**config.mk**
```make
export PLATFORM = sky130hd
export DESIGN_NAME = rpi_cell
export DESIGN_NICKNAME = d
export VERILOG_FILES = /design/src/sv/rpi_pkg.sv /design/src/sv/rpi_cell.sv
export SDC_FILE = /design/constraint.sdc
export NUM_CORES = 1
export LEC_CHECK = 0
export BUFFER_PORTS_ARGS = -buffer_cell sky130_fd_sc_hd__buf_2
export CORE_AREA = 2 2 186 188
export CTS_CLUSTER_DIAMETER = 120
export DETAILED_ROUTE_END_ITERATION = 7
export DIE_AREA = 0 0 188 190
export GPL_ROUTABILITY_DRIVEN = 0
export PLACE_DENSITY = 0.65
export SETUP_SLACK_MARGIN = 0.2
export SYNTH_ARGS = -nofsm -noshare
export SYNTH_HDL_FRONTEND = slang
export SYNTH_SLANG_ARGS = --single-unit
```
**constraint.sdc**
```tcl
create_clock -name clk -period 11.13 [get_ports clk]
set_clock_uncertainty 0.05 [all_clocks]
set_input_delay 2.7825 -clock clk [delete_from_list [all_inputs] [get_ports clk]]
set_output_delay 2.7825 -clock clk [all_outputs]
set_load 0.05 [all_outputs]
```
**src/sv/rpi_pkg.sv**
```systemverilog
// Shared types and constants for the ray-plane intersection core.
`default_nettype none

package rpi_pkg;

  localparam int COORD_W = 32;
  localparam int NRM_W   = 18;
  localparam int DIFF_W  = 33;
  localparam int DPROD_W = 50;   // direction times normal
  localparam int NPROD_W = 51;   // origin offset times normal
  localparam int DEN_W   = 52;
  localparam int NUM_W   = 53;
  localparam int MAG_W   = 53;
  localparam int REM_W   = 54;
  localparam int QB      = 31;   // quotient bits below the saturation bit
  localparam int CFG_IDX_W = 3;

  localparam logic signed [NRM_W-1:0]   NORMAL_Z_RESET = 18'sd65536;
  localparam logic signed [COORD_W-1:0] DIST_MAX = 32'sh7FFF_FFFF;
  localparam logic signed [COORD_W-1:0] DIST_MIN = 32'sh8000_0000;

  typedef enum logic [CFG_IDX_W-1:0] {
    REG_POINT_X  = 3'd0,
    REG_POINT_Y  = 3'd1,
    REG_POINT_Z  = 3'd2,
    REG_NORMAL_X = 3'd3,
    REG_NORMAL_Y = 3'd4,
    REG_NORMAL_Z = 3'd5
  } cfg_reg_t;

  typedef struct packed {
    logic signed [COORD_W-1:0] point_x;
    logic signed [COORD_W-1:0] point_y;
    logic signed [COORD_W-1:0] point_z;
    logic signed [NRM_W-1:0]   normal_x;
    logic signed [NRM_W-1:0]   normal_y;
    logic signed [NRM_W-1:0]   normal_z;
  } plane_t;

  // Members listed from the top bit down so origin_x lands in the lowest bits.
  typedef struct packed {
    logic signed [COORD_W-1:0] far_limit;
    logic signed [COORD_W-1:0] near_limit;
    logic signed [COORD_W-1:0] dir_z;
    logic signed [COORD_W-1:0] dir_y;
    logic signed [COORD_W-1:0] dir_x;
    logic signed [COORD_W-1:0] origin_z;
    logic signed [COORD_W-1:0] origin_y;
    logic signed [COORD_W-1:0] origin_x;
  } ray_t;

  typedef struct packed {
    logic signed [COORD_W-1:0] near_limit;
    logic signed [COORD_W-1:0] far_limit;
  } window_t;

  // Word handed from one divider cell to the next.
  typedef struct packed {
    logic [REM_W-1:0] rem;
    logic [MAG_W-1:0] divisor;
    logic [QB-1:0]    dvd_lo;
    logic [QB-1:0]    quo;
    logic             neg;
    logic             sat;
    logic             den_zero;
    window_t          win;
  } cell_tok_t;

endpackage

`default_nettype wire

```
**src/sv/rpi_cell.sv**
```systemverilog
// One restoring-division cell: produces one quotient bit per word.
`default_nettype none

module rpi_cell (
  input  wire logic                clk,
  input  wire logic                rst_n,
  input  wire logic                up_valid,
  output logic                     up_ready,
  input  wire rpi_pkg::cell_tok_t  up_tok,
  output logic                     dn_valid,
  input  wire logic                dn_ready,
  output rpi_pkg::cell_tok_t       dn_tok
);

  logic                      v_r;
  rpi_pkg::cell_tok_t        tok_r;
  rpi_pkg::cell_tok_t        tok_nxt;
  logic [rpi_pkg::REM_W-1:0] shifted;
  logic [rpi_pkg::REM_W-1:0] dvsr;
  logic                      ge;

  assign up_ready = !v_r || dn_ready;
  assign dn_valid = v_r;
  assign dn_tok   = tok_r;

  always_comb begin
    dvsr    = rpi_pkg::REM_W'(up_tok.divisor);
    // bring down the next dividend bit
    shifted = {up_tok.rem[rpi_pkg::REM_W-2:0], up_tok.dvd_lo[rpi_pkg::QB-1]};
    ge      = (shifted >= dvsr);
    tok_nxt        = up_tok;
    tok_nxt.rem    = ge ? (shifted - dvsr) : shifted;
    tok_nxt.dvd_lo = {up_tok.dvd_lo[rpi_pkg::QB-2:0], 1'b0};
    tok_nxt.quo    = {up_tok.quo[rpi_pkg::QB-2:0], ge};
  end

  always_ff @(posedge clk) begin
    if (!rst_n) begin
      v_r <= 1'b0;
    end else if (up_ready) begin
      v_r <= up_valid;
    end
  end

  always_ff @(posedge clk) begin
    if (up_ready && up_valid) begin
      tok_r <= tok_nxt;
    end
  end

  // Partial remainder stays below the divisor unless the quotient saturated.
  a_rem_bound: assert property (@(posedge clk) disable iff (!rst_n)
    v_r && !tok_r.sat |-> tok_r.rem < rpi_pkg::REM_W'(tok_r.divisor))
    else $error("divider cell remainder not below divisor");

endmodule

`default_nettype wire

```
==> summary.txt <==
Yosys
  • Synthesized area: 0.0115 sq mm
  • Parity-gate share of the synthesized area counting xor and xnor cells: under 10%
  • Fraction of registers with async set/reset: 0%
  • Net count of the mapped netlist: roughly 1200
  • Portion of netlist area occupied by mux cells: approximately 5.2%
  • Average instance area after synthesis: 13.2 sq um
  • Count of flip-flops with a built-in enable after synthesis: 235
  • Yosys synthesis warning count: 0
  • Commonest register cell after synthesis: edfxtp_1
  • Simple-gate share of the synthesized area: 7.38%
  • Synthesized-area fraction occupied by adder cells: 5.95%
  • Share of the yosys chip area belonging to registers: 61.7%
  • Count of mapped cells out of synthesis: between 800 and 900
  • Compound-cell area share of the yosys netlist: 11.9%
  • Main combinational cell family by area after synthesis: compound AO/OA/AOI/OAI gates
  • FF+latch count, synth: about 240
  • Distinct cell type count of the synthesized netlist: 68

Die
  • Chip Width: 188 um
  • Die footprint: 0.0357 sq mm
  • I/O pin total: 478
  • Placeable core region: 0.0339 sq mm
  • Die span in y: 190 um
  • Initial Utilization: 33.8%
  • Placement Rows: 68

CTS
  • Clock tree from TritonCTS: yes
  • Total clock buffers created by CTS: 27
  • Maximum root-to-sink buffer count: 3
  • Clock Latency Late Sink: 550 ps
  • Clock-pin slew on the worst setup and hold paths: 60 ps
  • CTS Hold Bufs: 0
  • Clock sinks: 236
  • Setup repair bufs after CTS: 0
  • Clock root buffer: clkbuf_16
  • Cells resized by post-CTS repair: 0
  • Number of levels the H-tree was split into: 1

Setup path
  • Maximum fanout count along the critical path: 42
  • Data required, critical path: 11370 ps
  • Kind of critical path: input port to flip-flop
  • Worst flop-to-flop path startpoint: dn_valid
  • Kind of start point of the critical path: input port
  • CP Data Arrival Time: ~6400 ps
  • Worst Setup SP: up_tok[150]
  • Endpoint kind of the worst setup timing path: flip-flop

Finish
  • Most used cells in the layout excluding fill and tap cells: buf_2 (474), edfxtp_1 (235), inv_1 (74)
  • Fraction of final layout cells with drive strength greater than 1: 42.0%
  • Layout-stage area growth over the synthesis result: 31.7%
  • Utilization after layout: 44.5%
  • Most common cell after layout, fill and taps aside: buf_2
  • Fin nets: 1639
  • Layout Cells excl Fill: 1827

STA
  • Setup Total Neg Slack: 0 ps
  • RSZ-0062 raised after global routing: no
  • Slew Limit Fails: 0
  • Worst-Margin Slew: 1010 ps
  • Final Hold Viols: 0
  • Max-slew headroom at the worst pin: 32.6%
  • Final Worst Setup Slack: 4970 ps
  • Final setup violating endpoints: 0
  • Shortest period the worst path allows: 6160 ps
  • Highest Clock Rate: 162 MHz
  • Post-route clock period utilization: 55.3%

Power and ir drop
  • Cell area power density: 173 mW/mm^2
  • Relative contribution of combinational cells to total power: 25.8%
  • Net Sw Power: 851 uW
  • Clock group share of total power: 32.9%
  • Share of power burned in registers: 41.3%
  • Int Power: 1770 uW
  • Net Sw Frac: around 33%
  • Static leakage power: about 0.0066 uW
  • VDD IR-drop max: 0.000130 V
  • Final total power: 2620 uW

Global routing
  • Combined global-route utilization of all metal layers: 19.4%
  • GRT overflow: 0
  • Antenna violations before repair: 11
  • Number of global-route vias before repair: 8784
  • Maximum number of pins on one net before global-route repair: 84
  • First-pass GRT wire length: 52.5 mm

Outcome
  • Run status: completed

Drt
  • Residual DRC count: 0
  • Routed vias/inst: 4.91
  • Final routed wire length divided by cell count: 20.0 um
  • Number of routed nets with antenna violations: 0
  • Via total after detailed routing: ~9000
  • First-pass DRT Iterations: 7
  • Number of violations reported at the end of detailed-routing iteration 0: roughly 540
  • Total routed wirelength: between 30 and 40 mm

Place
  • Final HPWL DP: 29.2 mm
  • Worst slack after detailed placement: 4340 ps
  • Number of I/O port buffers: 474
  • Number of cells in the design after placement: between 1500 and 2000

Worst hold path
  • HP Start: dn_valid
  • Path type of the worst min-delay path: flip-flop to flip-flop

Flow run
  • Max_cap viols: 0
stage by stage:
| step | hold WS, ps | cell area [sq um] |
|---|---|---|
| detailed placement | 473 | 14200 |
| global placement | 458 | 14200 |
| global route | 556 | 15100 |
| floorplan | 1100 | 11500 |
| finish | 486 | 15100 |
| CTS | 484 | 15100 |
kinds of logic (layout without fill, tap and decap cells):
| group | count (synthesis) | count (layout) |
|---|---|---|
| adder cells (fa/ha/maj) | 54 | 54 |
| flip-flops | 236 | 236 |
| AO/OA/AOI/OAI | 210 | 210 |
| AND/OR/NAND/NOR | 174 | 174 |
| other | 1 | 8 |
| XOR/XNOR | 47 | 47 |
| buffers and inverters | 107 | 602 |
| multiplexers | 41 | 41 |
critical path: stages:
cell	delay, ps
buf_2	90
inv_1	60
ha_1	490
nand4_1	210
or3_1	440
nor3_1	470
nand2_1	160
o21ai_1	170
a2111o_1	260
or2_2	210
nand2_4	140
inv_6	420
mux2_1	380
layout make-up:
| type | instances | area, sq um |
|---|---|---|
| multi-input combinational | 527 | 3910 |
| clock buffer | 30 | 687 |
| fill | 3233 | 18800 |
| antenna | 7 | 17.5 |
| tap | 455 | 569 |
| sequential | 236 | 7080 |
| clock inverter | 19 | 156 |
| timing repair buffer | 478 | 2400 |
| inverter | 75 | 287 |
power by group through the flow:
stage	clock network, uW	logic (uW)	registers (uW)
after CTS	883	676	1080
after detailed placement	0	674	1100
after floorplan	0	266	1350
after global placement	0	668	1100
after global routing	913	718	1090
final	862	674	1080
state kept, by name (all words and copies together) (netlist names):
signal	flops
dn_tok	235
dn_valid	1
cells in the mapped netlist (2+ instances only):
| library cell | number | share of area, % |
|---|---|---|
| ha_1 | 53 | 5.8 |
| nor4b_1 | 2 | 0.15 |
| xnor2_1 | 34 | 2.6 |
| a221oi_1 | 3 | 0.23 |
| or3_1 | 4 | 0.22 |
| clkbuf_1 | 19 | 0.62 |
| a211oi_1 | 8 | 0.52 |
| nand3_1 | 15 | 0.65 |
| a21oi_1 | 66 | 2.9 |
| and2_1 | 4 | 0.22 |
| o21bai_1 | 17 | 1.1 |
| nor2b_1 | 3 | 0.16 |
| a21oi_2 | 2 | 0.15 |
| and3_1 | 6 | 0.33 |
| nor2_1 | 41 | 1.3 |
| nand4_1 | 22 | 1.2 |
| a31oi_1 | 6 | 0.33 |
| o21a_1 | 2 | 0.13 |
| mux2_4 | 37 | 4.8 |
| o221ai_1 | 3 | 0.23 |
| nor3_1 | 10 | 0.44 |
| buf_12 | 3 | 0.52 |
| xor2_1 | 13 | 0.99 |
| o22ai_1 | 3 | 0.16 |
| a311oi_1 | 2 | 0.15 |
| a211oi_2 | 4 | 0.44 |
| o31ai_1 | 5 | 0.33 |
| a21boi_0 | 4 | 0.26 |
| or2_2 | 2 | 0.11 |
| mux2_1 | 2 | 0.20 |
| buf_2 | 6 | 0.26 |
| edfxtp_1 | 235 | 61 |
| o21ai_1 | 4 | 0.17 |
| nor3b_1 | 2 | 0.13 |
| inv_1 | 74 | 2.4 |
| nand2b_1 | 3 | 0.16 |
| a21o_1 | 23 | 1.5 |
| nor4_1 | 5 | 0.27 |
| o21ai_0 | 43 | 1.9 |
| nand2_1 | 51 | 1.7 |
| o2111ai_1 | 2 | 0.15 |
path summary, 6_finish.rpt:
path / endpoint / slack [ps] / cells past startpoint
hold reg to reg: dn_valid / 490 / 2
hold / removal: dn_valid / 490 / 2
setup / recovery: dn_tok[185] / 4970 / 13
setup reg to reg: dn_tok[200] / 8260 / 4
metal layers:
metal	global-route usage, %	share of wire (%)	vias to the layer above
met4	5.30	1.9	6
met1	21.4	37	4284
met2	36.7	53	390
met5	0	0.10	-
met3	5.20	8.1	57
li1	-	-	4228
Power figures use the tool's default switching activity.
